<file path="config.mk">
export PLATFORM = sky130hd
export DESIGN_NAME = bounded_frame_queue_with_drop_flat
export DESIGN_NICKNAME = d
export VERILOG_FILES = /design/src/sv/bfq_pkg.sv /design/src/sv/bfq_in_if.sv /design/src/sv/bfq_out_if.sv /design/src/sv/bfq_store.sv /design/src/sv/bfq_core.sv /design/src/sv/bounded_frame_queue_with_drop.sv /design/src/flat_wrapper.sv
export SDC_FILE = /design/constraint.sdc
export NUM_CORES = 2
export LEC_CHECK = 0
export BUFFER_PORTS_ARGS = -buffer_cell sky130_fd_sc_hd__buf_2
export CAP_MARGIN = 20
export CORE_UTILIZATION = 62
export DETAILED_ROUTE_END_ITERATION = 8
export PLACE_DENSITY = 0.81
export SYNTH_ARGS = -nofsm -noshare
export SYNTH_HDL_FRONTEND = slang
export SYNTH_HIERARCHICAL = 1
export SYNTH_SLANG_ARGS = --single-unit
export TNS_END_PERCENT = 50
</file>
<file path="constraint.sdc">
create_clock -name clk -period 17.65 [get_ports clk]
set_input_delay 1.765 -clock clk [delete_from_list [all_inputs] [get_ports clk]]
set_output_delay 1.765 -clock clk [all_outputs]
set_load 0.1 [all_outputs]
</file>
<file path="src/sv/bfq_pkg.sv">
`default_nettype none
// -----------------------------------------------------------------------------
// bfq_pkg
// Shared types, constants and helpers for the bounded frame queue.
// -----------------------------------------------------------------------------
package bfq_pkg;

  localparam int DEPTH   = 64;
  localparam int FRAME_W = 32;
  localparam int COUNT_W = 32;
  localparam int PTR_W   = $clog2(DEPTH);
  localparam int FILL_W  = $clog2(DEPTH + 1);

  // Field widths fixed by the interface definition.
  localparam int OP_W    = 4;
  localparam int SRC_W   = 4;
  localparam int ERR_W   = 16;
  localparam int KIND_W  = 3;
  localparam int LEVEL_W = 7;
  localparam int CAP_W   = 7;
  localparam int CFG_IDX_W  = 1;
  localparam int CFG_DATA_W = 7;

  // Operation codes.
  localparam logic [OP_W-1:0] OP_PUSH    = 4'd0;
  localparam logic [OP_W-1:0] OP_READ    = 4'd1;
  localparam logic [OP_W-1:0] OP_FLUSH   = 4'd2;
  localparam logic [OP_W-1:0] OP_CLOSE   = 4'd3;
  localparam logic [OP_W-1:0] OP_INTR    = 4'd4;
  localparam logic [OP_W-1:0] OP_FAIL    = 4'd5;
  localparam logic [OP_W-1:0] OP_CB_FAIL = 4'd6;
  localparam logic [OP_W-1:0] OP_NEW_SRC = 4'd7;
  localparam logic [OP_W-1:0] OP_RET_SRC = 4'd8;

  // Read kinds.
  localparam logic [KIND_W-1:0] KIND_NONE     = 3'd0;
  localparam logic [KIND_W-1:0] KIND_FRAME    = 3'd1;
  localparam logic [KIND_W-1:0] KIND_EMPTY    = 3'd2;
  localparam logic [KIND_W-1:0] KIND_CLOSED   = 3'd3;
  localparam logic [KIND_W-1:0] KIND_INTR     = 3'd4;
  localparam logic [KIND_W-1:0] KIND_SESS_ERR = 3'd5;
  localparam logic [KIND_W-1:0] KIND_CB_ERR   = 3'd6;

  // Configuration register indexes.
  localparam logic [CFG_IDX_W-1:0] CFG_DROP_OLDEST = 1'd0;
  localparam logic [CFG_IDX_W-1:0] CFG_CAPACITY    = 1'd1;

  localparam logic [SRC_W-1:0] SRC_DIRECT = 4'd0;
  localparam logic [SRC_W-1:0] SRC_LAST   = 4'd15;
  localparam logic [SRC_W-1:0] SRC_FIRST  = 4'd1;

  typedef struct packed {
    logic [OP_W-1:0]    op;
    logic [FRAME_W-1:0] frame;
    logic [SRC_W-1:0]   source_id;
    logic [ERR_W-1:0]   error_code;
  } item_t;

  typedef struct packed {
    logic               accepted;
    logic [KIND_W-1:0]  kind;
    logic [FRAME_W-1:0] frame_out;
    logic [ERR_W-1:0]   error_out;
    logic [LEVEL_W-1:0] depth;
    logic [COUNT_W-1:0] taken;
    logic [COUNT_W-1:0] dropped;
    logic [COUNT_W-1:0] discarded;
    logic [LEVEL_W-1:0] peak_level;
    logic [SRC_W-1:0]   source_out;
    logic [LEVEL_W-1:0] flushed_count;
  } result_t;

  typedef struct packed {
    logic             drop_oldest;
    logic [CAP_W-1:0] capacity_limit;
  } cfg_t;

  typedef struct packed {
    logic               wr_en;
    logic [PTR_W-1:0]   wr_addr;
    logic [FRAME_W-1:0] wr_data;
    logic [PTR_W-1:0]   rd_addr;
  } mem_req_t;

  function automatic logic [COUNT_W-1:0] sat_add(input logic [COUNT_W-1:0] c,
                                                 input logic [COUNT_W-1:0] n);
    logic [COUNT_W:0] s;
    s = {1'b0, c} + {1'b0, n};
    return s[COUNT_W] ? {COUNT_W{1'b1}} : s[COUNT_W-1:0];
  endfunction

  function automatic logic [PTR_W-1:0] next_ptr(input logic [PTR_W-1:0] p);
    return (p == PTR_W'(DEPTH - 1)) ? '0 : p + PTR_W'(1);
  endfunction

endpackage
`default_nettype wire

</file>
<file path="src/sv/bfq_in_if.sv">
`default_nettype none
// -----------------------------------------------------------------------------
// bfq_in_if
// Operation channel: valid/ready handshake with one operation per beat.
// -----------------------------------------------------------------------------
interface bfq_in_if;
  logic                         valid;
  logic                         ready;
  logic [bfq_pkg::OP_W-1:0]     op;
  logic [bfq_pkg::FRAME_W-1:0]  frame;
  logic [bfq_pkg::SRC_W-1:0]    source_id;
  logic [bfq_pkg::ERR_W-1:0]    error_code;

  modport source (output valid, op, frame, source_id, error_code, input ready);
  modport sink   (input valid, op, frame, source_id, error_code, output ready);
endinterface
`default_nettype wire

</file>
<file path="src/sv/bfq_out_if.sv">
`default_nettype none
// -----------------------------------------------------------------------------
// bfq_out_if
// Result channel: valid/ready handshake with one result per beat.
// -----------------------------------------------------------------------------
interface bfq_out_if;
  logic                         valid;
  logic                         ready;
  logic                         accepted;
  logic [bfq_pkg::KIND_W-1:0]   kind;
  logic [bfq_pkg::FRAME_W-1:0]  frame_out;
  logic [bfq_pkg::ERR_W-1:0]    error_out;
  logic [bfq_pkg::LEVEL_W-1:0]  depth;
  logic [bfq_pkg::COUNT_W-1:0]  taken;
  logic [bfq_pkg::COUNT_W-1:0]  dropped;
  logic [bfq_pkg::COUNT_W-1:0]  discarded;
  logic [bfq_pkg::LEVEL_W-1:0]  peak_level;
  logic [bfq_pkg::SRC_W-1:0]    source_out;
  logic [bfq_pkg::LEVEL_W-1:0]  flushed_count;

  modport source (output valid, accepted, kind, frame_out, error_out, depth, taken,
                  dropped, discarded, peak_level, source_out, flushed_count,
                  input ready);
  modport sink   (input valid, accepted, kind, frame_out, error_out, depth, taken,
                  dropped, discarded, peak_level, source_out, flushed_count,
                  output ready);
endinterface
`default_nettype wire

</file>
<file path="src/sv/bfq_store.sv">
`default_nettype none
// -----------------------------------------------------------------------------
// bfq_store
// Frame storage with one write port and a registered head-of-queue read.
// -----------------------------------------------------------------------------
module bfq_store (
  input  wire                          clk,
  input  wire bfq_pkg::mem_req_t       req,
  output logic [bfq_pkg::FRAME_W-1:0]  head_r
);

  logic [bfq_pkg::FRAME_W-1:0] mem [bfq_pkg::DEPTH];

  always_ff @(posedge clk) begin
    if (req.wr_en) begin
      mem[req.wr_addr] <= req.wr_data;
    end
  end

  // The head register always tracks the entry at the next read pointer, so a
  // frame written there in the same cycle is forwarded straight through.
  always_ff @(posedge clk) begin
    if (req.wr_en && (req.wr_addr == req.rd_addr)) begin
      head_r <= req.wr_data;
    end else begin
      head_r <= mem[req.rd_addr];
    end
  end

endmodule
`default_nettype wire

</file>
<file path="src/sv/bfq_core.sv">
`default_nettype none
// -----------------------------------------------------------------------------
// bfq_core
// Queue state, drop policy, terminal events and statistics for one operation.
// -----------------------------------------------------------------------------
module bfq_core (
  input  wire                          clk,
  input  wire                          rst_n,
  input  wire                          fire,
  input  wire bfq_pkg::item_t          item,
  input  wire bfq_pkg::cfg_t           cfg,
  input  wire [bfq_pkg::FRAME_W-1:0]   head,
  output bfq_pkg::mem_req_t            req,
  output bfq_pkg::result_t             res
);

  typedef enum logic [2:0] {
    END_NONE   = 3'd0,
    END_CLOSED = 3'd1,
    END_INTR   = 3'd2,
    END_FAILED = 3'd3,
    END_CB_ERR = 3'd4
  } end_t;

  logic [bfq_pkg::PTR_W-1:0]   rp_r, rp_nxt, wp_r, wp_nxt;
  logic [bfq_pkg::FILL_W-1:0]  fill_r, fill_nxt, peak_r, peak_nxt;
  end_t                        end_r, end_nxt;
  logic [bfq_pkg::ERR_W-1:0]   err_r, err_nxt;
  logic [bfq_pkg::SRC_W-1:0]   src_r, src_nxt;
  logic                        open_r, open_nxt;
  logic [bfq_pkg::COUNT_W-1:0] taken_r, taken_nxt, drop_r, drop_nxt, disc_r, disc_nxt;
  logic [bfq_pkg::FILL_W-1:0]  cap;
  logic [bfq_pkg::FILL_W-1:0]  flushed;
  logic                        current;

  always_comb begin
    if (cfg.capacity_limit == '0) begin
      cap = bfq_pkg::FILL_W'(1);
    end else if (32'(cfg.capacity_limit) > 32'(bfq_pkg::DEPTH)) begin
      cap = bfq_pkg::FILL_W'(bfq_pkg::DEPTH);
    end else begin
      cap = bfq_pkg::FILL_W'(cfg.capacity_limit);
    end
  end

  assign current = (item.source_id == bfq_pkg::SRC_DIRECT) ||
                   (open_r && (item.source_id == src_r));

  always_comb begin
    rp_nxt    = rp_r;
    wp_nxt    = wp_r;
    fill_nxt  = fill_r;
    peak_nxt  = peak_r;
    end_nxt   = end_r;
    err_nxt   = err_r;
    src_nxt   = src_r;
    open_nxt  = open_r;
    taken_nxt = taken_r;
    drop_nxt  = drop_r;
    disc_nxt  = disc_r;
    flushed   = '0;
    req.wr_en   = 1'b0;
    req.wr_addr = wp_r;
    req.wr_data = item.frame;
    res.accepted  = 1'b0;
    res.kind      = bfq_pkg::KIND_NONE;
    res.frame_out = '0;
    res.error_out = '0;

    case (item.op)
      bfq_pkg::OP_PUSH: begin
        if (!current || (end_r != END_NONE)) begin
          disc_nxt = bfq_pkg::sat_add(disc_r, bfq_pkg::COUNT_W'(1));
        end else if (fill_r < cap) begin
          req.wr_en    = 1'b1;
          wp_nxt       = bfq_pkg::next_ptr(wp_r);
          fill_nxt     = fill_r + bfq_pkg::FILL_W'(1);
          res.accepted = 1'b1;
        end else if (cfg.drop_oldest && (fill_r != '0)) begin
          // Evict the oldest frame and queue the new one: the level holds.
          req.wr_en    = 1'b1;
          wp_nxt       = bfq_pkg::next_ptr(wp_r);
          rp_nxt       = bfq_pkg::next_ptr(rp_r);
          res.accepted = 1'b1;
          drop_nxt     = bfq_pkg::sat_add(drop_r, bfq_pkg::COUNT_W'(1));
        end else begin
          drop_nxt = bfq_pkg::sat_add(drop_r, bfq_pkg::COUNT_W'(1));
        end
        if (res.accepted && (fill_nxt > peak_r)) begin
          peak_nxt = fill_nxt;
        end
      end
      bfq_pkg::OP_READ: begin
        if ((end_r != END_NONE) && (end_r != END_FAILED)) begin
          case (end_r)
            END_CLOSED: res.kind = bfq_pkg::KIND_CLOSED;
            END_INTR:   res.kind = bfq_pkg::KIND_INTR;
            END_CB_ERR: begin
              res.kind      = bfq_pkg::KIND_CB_ERR;
              res.error_out = err_r;
            end
            default:    res.kind = bfq_pkg::KIND_NONE;
          endcase
        end else if (fill_r != '0) begin
          res.kind      = bfq_pkg::KIND_FRAME;
          res.frame_out = head;
          rp_nxt        = bfq_pkg::next_ptr(rp_r);
          fill_nxt      = fill_r - bfq_pkg::FILL_W'(1);
          taken_nxt     = bfq_pkg::sat_add(taken_r, bfq_pkg::COUNT_W'(1));
        end else if (end_r == END_FAILED) begin
          res.kind      = bfq_pkg::KIND_SESS_ERR;
          res.error_out = err_r;
        end else begin
          res.kind = bfq_pkg::KIND_EMPTY;
        end
      end
      bfq_pkg::OP_FLUSH: begin
        flushed  = fill_r;
        fill_nxt = '0;
        rp_nxt   = '0;
        wp_nxt   = '0;
        disc_nxt = bfq_pkg::sat_add(disc_r, bfq_pkg::COUNT_W'(fill_r));
      end
      bfq_pkg::OP_CLOSE, bfq_pkg::OP_INTR, bfq_pkg::OP_FAIL, bfq_pkg::OP_CB_FAIL: begin
        // Only the first terminal event takes effect.
        if (end_r == END_NONE) begin
          err_nxt = '0;
          case (item.op)
            bfq_pkg::OP_CLOSE: end_nxt = END_CLOSED;
            bfq_pkg::OP_INTR:  end_nxt = END_INTR;
            bfq_pkg::OP_FAIL: begin
              end_nxt = END_FAILED;
              err_nxt = item.error_code;
            end
            default: begin
              end_nxt = END_CB_ERR;
              err_nxt = item.error_code;
            end
          endcase
          if ((item.op == bfq_pkg::OP_CLOSE) || (item.op == bfq_pkg::OP_CB_FAIL)) begin
            flushed  = fill_r;
            fill_nxt = '0;
            rp_nxt   = '0;
            wp_nxt   = '0;
          end
          if (item.op != bfq_pkg::OP_FAIL) begin
            disc_nxt = bfq_pkg::sat_add(disc_r, bfq_pkg::COUNT_W'(fill_r));
          end
        end
      end
      bfq_pkg::OP_NEW_SRC: begin
        src_nxt  = (src_r == bfq_pkg::SRC_LAST) ? bfq_pkg::SRC_FIRST :
                   src_r + bfq_pkg::SRC_W'(1);
        open_nxt = 1'b1;
      end
      bfq_pkg::OP_RET_SRC: begin
        open_nxt = 1'b0;
      end
      default: begin
      end
    endcase

    res.depth         = (end_nxt == END_INTR) ? '0 : bfq_pkg::LEVEL_W'(fill_nxt);
    res.taken         = taken_nxt;
    res.dropped       = drop_nxt;
    res.discarded     = disc_nxt;
    res.peak_level    = bfq_pkg::LEVEL_W'(peak_nxt);
    res.source_out    = src_nxt;
    res.flushed_count = bfq_pkg::LEVEL_W'(flushed);

    // Nothing moves unless the operation is actually taken this cycle.
    if (!fire) begin
      req.wr_en = 1'b0;
    end
    req.rd_addr = fire ? rp_nxt : rp_r;
  end

  always_ff @(posedge clk) begin
    if (!rst_n) begin
      rp_r    <= '0;
      wp_r    <= '0;
      fill_r  <= '0;
      peak_r  <= '0;
      end_r   <= END_NONE;
      err_r   <= '0;
      src_r   <= '0;
      open_r  <= 1'b0;
      taken_r <= '0;
      drop_r  <= '0;
      disc_r  <= '0;
    end else if (fire) begin
      rp_r    <= rp_nxt;
      wp_r    <= wp_nxt;
      fill_r  <= fill_nxt;
      peak_r  <= peak_nxt;
      end_r   <= end_nxt;
      err_r   <= err_nxt;
      src_r   <= src_nxt;
      open_r  <= open_nxt;
      taken_r <= taken_nxt;
      drop_r  <= drop_nxt;
      disc_r  <= disc_nxt;
    end
  end

endmodule
`default_nettype wire

</file>
<file path="src/sv/bounded_frame_queue_with_drop.sv">
`default_nettype none
// -----------------------------------------------------------------------------
// bounded_frame_queue_with_drop
// Bounded frame queue with a configurable drop policy, terminal events and
// saturating statistics; one result beat for every operation beat.
// -----------------------------------------------------------------------------
// An accepted operation beat lands in the input register; once the result
// register is free, the queue update fills the result register with its result.
// Throughput: one operation per cycle while the result channel is ready; the
// queue update is combinational and the head read of the frame store is registered.
// Reset (synchronous, rst_n low): pointers, fill level, terminal state,
// statistics and configuration return to their defaults at once; the frame
// store is not cleared and needs no clearing pass.
module bounded_frame_queue_with_drop (
  input  wire                              clk,
  input  wire                              rst_n,
  bfq_in_if.sink                           in_chan,
  bfq_out_if.source                        out_chan,
  input  wire                              cfg_we,
  input  wire [bfq_pkg::CFG_IDX_W-1:0]     cfg_index,
  input  wire [bfq_pkg::CFG_DATA_W-1:0]    cfg_data
);

  bfq_pkg::cfg_t     cfg_r;
  bfq_pkg::item_t    item_r;
  logic              item_vld_r;
  bfq_pkg::result_t  res, res_r;
  logic              res_vld_r;
  logic              fire;
  bfq_pkg::mem_req_t req;
  logic [bfq_pkg::FRAME_W-1:0] head;

  always_ff @(posedge clk) begin
    if (!rst_n) begin
      cfg_r.drop_oldest    <= 1'b0;
      cfg_r.capacity_limit <= bfq_pkg::CAP_W'(64);
    end else if (cfg_we) begin
      case (cfg_index)
        bfq_pkg::CFG_DROP_OLDEST: cfg_r.drop_oldest    <= cfg_data[0];
        bfq_pkg::CFG_CAPACITY:    cfg_r.capacity_limit <= bfq_pkg::CAP_W'(cfg_data);
        default: begin
        end
      endcase
    end
  end

  // The held operation is processed once the result register is free.
  assign fire          = item_vld_r && (!res_vld_r || out_chan.ready);
  assign in_chan.ready = !item_vld_r || fire;

  always_ff @(posedge clk) begin
    if (!rst_n) begin
      item_vld_r <= 1'b0;
    end else if (in_chan.ready) begin
      item_vld_r <= in_chan.valid;
    end
  end

  always_ff @(posedge clk) begin
    if (in_chan.valid && in_chan.ready) begin
      item_r.op         <= in_chan.op;
      item_r.frame      <= in_chan.frame;
      item_r.source_id  <= in_chan.source_id;
      item_r.error_code <= in_chan.error_code;
    end
  end

  bfq_core u_core (
    .clk   (clk),
    .rst_n (rst_n),
    .fire  (fire),
    .item  (item_r),
    .cfg   (cfg_r),
    .head  (head),
    .req   (req),
    .res   (res)
  );

  bfq_store u_store (
    .clk    (clk),
    .req    (req),
    .head_r (head)
  );

  always_ff @(posedge clk) begin
    if (!rst_n) begin
      res_vld_r <= 1'b0;
    end else if (fire) begin
      res_vld_r <= 1'b1;
    end else if (out_chan.ready) begin
      res_vld_r <= 1'b0;
    end
  end

  always_ff @(posedge clk) begin
    if (fire) begin
      res_r <= res;
    end
  end

  assign out_chan.valid         = res_vld_r;
  assign out_chan.accepted      = res_r.accepted;
  assign out_chan.kind          = res_r.kind;
  assign out_chan.frame_out     = res_r.frame_out;
  assign out_chan.error_out     = res_r.error_out;
  assign out_chan.depth         = res_r.depth;
  assign out_chan.taken         = res_r.taken;
  assign out_chan.dropped       = res_r.dropped;
  assign out_chan.discarded     = res_r.discarded;
  assign out_chan.peak_level    = res_r.peak_level;
  assign out_chan.source_out    = res_r.source_out;
  assign out_chan.flushed_count = res_r.flushed_count;

endmodule
`default_nettype wire
</file>
<file path="src/flat_wrapper.sv">
// flat-port wrapper written by rule: the top's interface ports become plain ports
module bounded_frame_queue_with_drop_flat 
  (clk, rst_n, cfg_we, cfg_index, cfg_data, in_chan_valid, in_chan_op, in_chan_frame, in_chan_source_id, in_chan_error_code, in_chan_ready, out_chan_valid, out_chan_accepted, out_chan_kind, out_chan_frame_out, out_chan_error_out, out_chan_depth, out_chan_taken, out_chan_dropped, out_chan_discarded, out_chan_peak_level, out_chan_source_out, out_chan_flushed_count, out_chan_ready);
  bfq_in_if in_chan_i ();
  bfq_out_if out_chan_i ();
  input  wire clk;
  input  wire rst_n;
  input  wire cfg_we;
  input  wire [bfq_pkg::CFG_IDX_W-1:0] cfg_index;
  input  wire [bfq_pkg::CFG_DATA_W-1:0] cfg_data;
  input wire logic [$bits(in_chan_i.valid)-1:0] in_chan_valid;
  input wire logic [$bits(in_chan_i.op)-1:0] in_chan_op;
  input wire logic [$bits(in_chan_i.frame)-1:0] in_chan_frame;
  input wire logic [$bits(in_chan_i.source_id)-1:0] in_chan_source_id;
  input wire logic [$bits(in_chan_i.error_code)-1:0] in_chan_error_code;
  output wire logic [$bits(in_chan_i.ready)-1:0] in_chan_ready;
  output wire logic [$bits(out_chan_i.valid)-1:0] out_chan_valid;
  output wire logic [$bits(out_chan_i.accepted)-1:0] out_chan_accepted;
  output wire logic [$bits(out_chan_i.kind)-1:0] out_chan_kind;
  output wire logic [$bits(out_chan_i.frame_out)-1:0] out_chan_frame_out;
  output wire logic [$bits(out_chan_i.error_out)-1:0] out_chan_error_out;
  output wire logic [$bits(out_chan_i.depth)-1:0] out_chan_depth;
  output wire logic [$bits(out_chan_i.taken)-1:0] out_chan_taken;
  output wire logic [$bits(out_chan_i.dropped)-1:0] out_chan_dropped;
  output wire logic [$bits(out_chan_i.discarded)-1:0] out_chan_discarded;
  output wire logic [$bits(out_chan_i.peak_level)-1:0] out_chan_peak_level;
  output wire logic [$bits(out_chan_i.source_out)-1:0] out_chan_source_out;
  output wire logic [$bits(out_chan_i.flushed_count)-1:0] out_chan_flushed_count;
  input wire logic [$bits(out_chan_i.ready)-1:0] out_chan_ready;
  assign in_chan_i.valid = in_chan_valid;
  assign in_chan_i.op = in_chan_op;
  assign in_chan_i.frame = in_chan_frame;
  assign in_chan_i.source_id = in_chan_source_id;
  assign in_chan_i.error_code = in_chan_error_code;
  assign in_chan_ready = in_chan_i.ready;
  assign out_chan_valid = out_chan_i.valid;
  assign out_chan_accepted = out_chan_i.accepted;
  assign out_chan_kind = out_chan_i.kind;
  assign out_chan_frame_out = out_chan_i.frame_out;
  assign out_chan_error_out = out_chan_i.error_out;
  assign out_chan_depth = out_chan_i.depth;
  assign out_chan_taken = out_chan_i.taken;
  assign out_chan_dropped = out_chan_i.dropped;
  assign out_chan_discarded = out_chan_i.discarded;
  assign out_chan_peak_level = out_chan_i.peak_level;
  assign out_chan_source_out = out_chan_i.source_out;
  assign out_chan_flushed_count = out_chan_i.flushed_count;
  assign out_chan_i.ready = out_chan_ready;
  bounded_frame_queue_with_drop u_core (.clk(clk), .rst_n(rst_n), .in_chan(in_chan_i), .out_chan(out_chan_i), .cfg_we(cfg_we), .cfg_index(cfg_index), .cfg_data(cfg_data));
endmodule
</file>
**After elaboration in Yosys (flattened, before gate mapping)**

Memory sizes are Yosys's and may differ from the RTL's. A register that Yosys moved wholly into a read port is not among the register bits.
Cells that the tools add are included.
W data, S select, Z words.

- Output and inout bits: 175
- Flip-flop bits (word level): 385
- Memory bits (writable): 2048
- Memories kept: 1
- Logic and storage cells: 171

Memory list:

| name | words | width | read ports | clocked after Yosys merged registers in | wr ports | RTL line | source |
|---|---|---|---|---|---|---|---|
| u_core.u_store.mem | 64 | 32 | 1 | 1 | 1 | bfq_store.sv:12 | `logic [bfq_pkg::FRAME_W-1:0] mem [bfq_pkg::DEPTH];` |

- Bitwise gates (word level): 3
- $add $sub $neg: 9
- Magnitude comparators: 3
- Multiplexer cells: 71
- Reductions and logical operators: 31
- Equal/unequal tests: 23

Operator list:

| operator | count |
|---|---|
| $mux W32 | 13 |
| $add A32 B1 Y33 const B | 3 |
| $pmux W32 S3 | 1 |
| $mux W7 | 13 |
| $mux W6 | 15 |
| $mux W16 | 5 |
| $add A32 B7 Y33 | 1 |
| $pmux W7 S4 | 1 |
| $pmux W6 S4 | 1 |
| $pmux W3 S3 | 2 |
| $pmux W6 S3 | 1 |
| $eq A4 B3 Y1 const B | 4 |
| $mux W3 | 5 |
| $pmux W7 S2 | 1 |
| $add A6 B1 Y6 const B | 2 |
| $eq A6 B6 Y1 const B | 2 |
| $mux W1 | 10 |
| $eq A3 B2 Y1 const B | 3 |
| $eq A4 B2 Y1 const B | 2 |
| $eq A4 B4 Y1 const B | 2 |
| $logic_not A4 Y1 | 2 |
| $mux W4 | 2 |
| $add A7 B1 Y7 const B | 1 |
| $gt A7 B7 Y1 | 1 |
| other kinds (28) | 47 |

**Logic depth before layout (Yosys ltp)**

- Depth in word-level cells: 11
- Gate-level depth with buffers: 18
- Depth with buffers taken out: 16

**Hierarchy**

Netlist, hierarchy kept.

Modules (own cells, without submodules):

| module | cells each | times used | area an instance (um^2) |
|---|---|---|---|
| bfq_store | 3478 | 1 | 78427.7 |
| bfq_core | 1641 | 1 | 11798.8 |
| bounded_frame_queue_with_drop | 274 | 1 | 7282.0 |

**Worst setup path after synthesis**

OpenSTA, ideal clock, no wires.

- Path type: input to register
- From: input out_chan_ready
- To: memory u_core/u_store/mem[32][0] (netlist name) (enable)
- Cell stages on the path: 7
- Data arrival time: 12785 ps
- Setup slack: 4404 ps
- Setup time: 461 ps
- Cells stage by stage: nor2b_1 > nor2b_1 > clkbuf_1 > nand3_1 > inv_1 > nand4b_1 > nor3_1

RTL lines:

| what | RTL line | source |
|---|---|---|
| from (decl) | flat_wrapper.sv:29 | `input wire logic [$bits(out_chan_i.ready)-1:0] out_chan_ready;` |
| to (decl) | bfq_store.sv:12 |  |

==> results by group <==
STA
  – Hold Vio Cnt, Final: 0
  – RSZ-0062 raised after global routing: no
  – Setup TNS: 0 ns
  – Setup violations, final: 0
  – Fmax: ~180 MHz
  – Part of the cycle the worst path needs: 0.3077
  – Clock skew: 0.06262 ns
  – Slew Limit Fails: 0
  – Worst rel slew slack: 0.09391
  – Slew at the pin closest to its max-slew limit: ~1.3 ns
  – Worst hold margin: around 0.48 ns
  – Tmin final: about 5.4 ns

Global routing
  – Initial antenna violation count: 18
  – Total track usage: 0.3537
  – First-pass GRT wire length: between 300000 and 400000 um
  – Largest net degree at the start of global routing: 121
  – GR Overflow Total: 0
  – Number of global-route vias before repair: 54240

Critical path
  – CP Max Fanout: 32
  – WP data required: approximately 18 ns
  – Crit start category: register
  – Crit path kind: reg2reg
  – Critical Path AT: just under 6 ns
  – Worst Setup End Kind: register
  – FF-to-FF path depth: 9

Yosys
  – Synth cell types: 93
  – Number of synthesized flops with an enable pin: roughly 2300
  – Synth Register Bits: 2439
  – Yosys Warn Count: 6
  – Post-Syn Area: around 98000 um2
  – Main synth FF type: edfxtp_1
  – Post-Synthesis Cells: ~5400
  – Top cell type by total area after synthesis: edfxtp_1
  – Register area share after synthesis: 0.7345
  – Synth top area share: 0.7012
  – Largest cells by area after synthesis: edfxtp_1 (70%), mux4_2 (10%), dfxtp_1 (3.3%)
  – Mean Syn Cell Area: 18.08 um2
  – Async SR Flop Fraction: 0
  – Mapped Nets: about 5500

Clock network
  – Root Buffer: clkbuf_16
  – CTS tree: done
  – Post-CTS Setup Bufs: 0
  – Post-CTS Resized: 0
  – Cts hold-fix bufs: 0
  – H-tree Lvls: 4
  – Worst-skew pair later-pin latency: about 0.85 ns
  – Clk sink count: around 2400
  – CTS Buffer Depth: 3
  – Total CTS buffers: around 220
  – Clock Pin Slew Worst Setup and Hold Paths: 0.07 ns

Hold path
  – Worst hold path class: reg2reg
  – Hold Crit Depth: 2

Floorplan
  – Die Ht: about 400 um
  – Die Footprint: roughly 160000 um2
  – Core ar.: between 150000 and 200000 um2
  – Ports: between 200 and 250
  – Row count: about 150
  – Starting Density: 0.6242
  – Die X: roughly 400 um

Cells and area
  – Nets: approximately 5800
  – Area Growth Syn to Fin: 11.60%
  – Final Util: 0.6966
  – Share of layout cells above drive strength 1: 0.2255

Power and ir drop
  – Peak VDD IR: about 0.00013 V
  – Lkg Pwr: between 30 and 40 nW
  – Pwr per Cell Area: between 100 and 150 nW/um2

Status
  – Status: finished clean

Placed design
  – Routability cong.: 0.9871
  – Dpl hpwl: roughly 160000 um
  – I/O Buffers: around 240

Drt
  – First drt pass iteration count: 8
  – Final wirelength: between 200000 and 300000 um
  – Routed Antenna Nets: 0
  – Initial DRC count: between 9000 and 10000
  – Vias: between 50000 and 60000
  – WL/cell: 35.85 um
  – Via density: ~7
  – # DRC: 0

Job
  – Max cap viols: 0
## worst max-delay path: stages (launching register included)
cell	delay, ns
edfxtp_1	0.62
nor4_4	0.33
buf_4	0.38
and4_1	0.28
a21o_1	0.42
nand3_1	0.28
inv_1	0.37
nor2b_1	0.33
nand2_1	0.80
nor2_4	1.19
## per-stage QoR
stage	instances	cell area, um2	total power, W	worst slack [ns]
3_3_place_gp	7454	100800	0.006869	12.39
6_report	7917	108800	0.01170	12.22
4_1_cts	7883	108400	0.01170	12.36
5_1_grt	7912	108800	0.01193	12.15
2_1_floorplan	5393	97510	0.006746	4.404
3_5_place_dp	7463	101000	0.006879	12.28
## synthesized netlist by cell type, drive strengths merged, types with 17 or more instances
library cell and n:
a211o 20, a211oi 21, a21oi 165, a221oi 22, a22o 22, a22oi 141, a311oi 19, a31oi 52
and2 86, and3 53, and4 23, buf 193, clkbuf 152, dfxtp 162, edfxtp 2277, ha 29
inv 39, mux2 30, mux2i 184, mux4 448, nand2 232, nand3 115, nand4 47, nor2 232
nor2b 24, nor3 73, nor4 21, o21a 27, o21ai 147, o221ai 17, o22ai 43, o41ai 17
xnor2 53, xor2 33
## final cells by class
| type | count | area, um2 |
|---|---|---|
| diodes | 11 | 27.53 |
| clock buffers | 267 | 5869 |
| clock inverters | 153 | 1526 |
| fillers | 9158 | 47390 |
| inverters | 40 | 151.4 |
| multi-input cells | 2569 | 24430 |
| flip-flops and latches | 2439 | 71630 |
| well taps | 2058 | 2575 |
| repair buffers | 380 | 2610 |
## where the power goes
| part | internal (W) | leakage [nW] | switching (W) |
|---|---|---|---|
| registers | 0.00635 | 21.9 | 0.0000278 |
| clock network | 0.00276 | 3.61 | 0.00218 |
| logic | 0.0000600 | 8.55 | 0.000332 |
## metal layers
layer,vias to the layer above,part of all wire,GRT usage
met5,-,0.00030,0
met4,14,0.066,0.2087
met3,883,0.15,0.1024
met2,4870,0.46,0.5310
met1,28510,0.33,0.4648
li1,22420,-,-
## worst paths after layout
path	start	end	slack [ns]
hold / removal	u_core/cfg_r[5]	u_core/cfg_r[5]	0.48
hold reg to reg	u_core/cfg_r[5]	u_core/cfg_r[5]	0.48
setup reg to reg	u_core/item_r[55]	u_core/u_store/mem[58][28]	12.22
setup / recovery	u_core/item_r[55]	u_core/u_store/mem[58][28]	12.22
## registers in the layout, summed over array words and instances, names as in the netlist, 8 cells and up, named ones only
| name | flops |
|---|---|
| u_core/out_chan.dropped | 32 |
| u_core/u_core/disc_r | 32 |
| u_core/out_chan.taken | 32 |
| u_core/out_chan.error_out | 16 |
| u_core/u_core/err_r | 16 |
| u_core/item_r | 56 |
| u_core/out_chan.discarded | 32 |
| u_core/u_store/mem | 2048 |
| u_core/out_chan.frame_out | 32 |
| u_core/u_core/drop_r | 32 |
| u_core/u_core/taken_r | 32 |
| u_core/cfg_r | 8 |
## logic make-up (layout without fill, tap and decap cells)
logic type	Yosys count	count (layout)	synth area share
compound gates	809	809	0.05568
xor+xnor	86	86	0.007725
fa+ha+maj	31	31	0.004029
buf+inv	385	840	0.02111
flops	2439	2439	0.7345
mux	662	662	0.1258
other cells	0	11	0
simple gates	981	981	0.05115
## layout by cell type, fill, tap and decap left out, types with 29 or more instances in the layout
| cell type | count |
|---|---|
| nand3_1 | 114 |
| edfxtp_1 | 2277 |
| xor2_1 | 33 |
| buf_2 | 246 |
| o21ai_0 | 138 |
| o22ai_1 | 43 |
| nand2_1 | 232 |
| mux4_2 | 448 |
| dfxtp_1 | 158 |
| nor3_1 | 68 |
| clkinv_2 | 48 |
| buf_4 | 103 |
| mux2_2 | 30 |
| and3_1 | 53 |
| clkbuf_1 | 35 |
| ha_1 | 29 |
| and2_1 | 83 |
| nand4_1 | 46 |
| nor2_1 | 164 |
| inv_1 | 38 |
| nor2_4 | 64 |
| clkbuf_16 | 226 |
| a21oi_1 | 164 |
| a31oi_1 | 51 |
| a22oi_1 | 141 |
| xnor2_1 | 53 |
| mux2i_1 | 184 |
| clkinv_1 | 53 |
No activity file was read; power rests on OpenSTA's default activity.
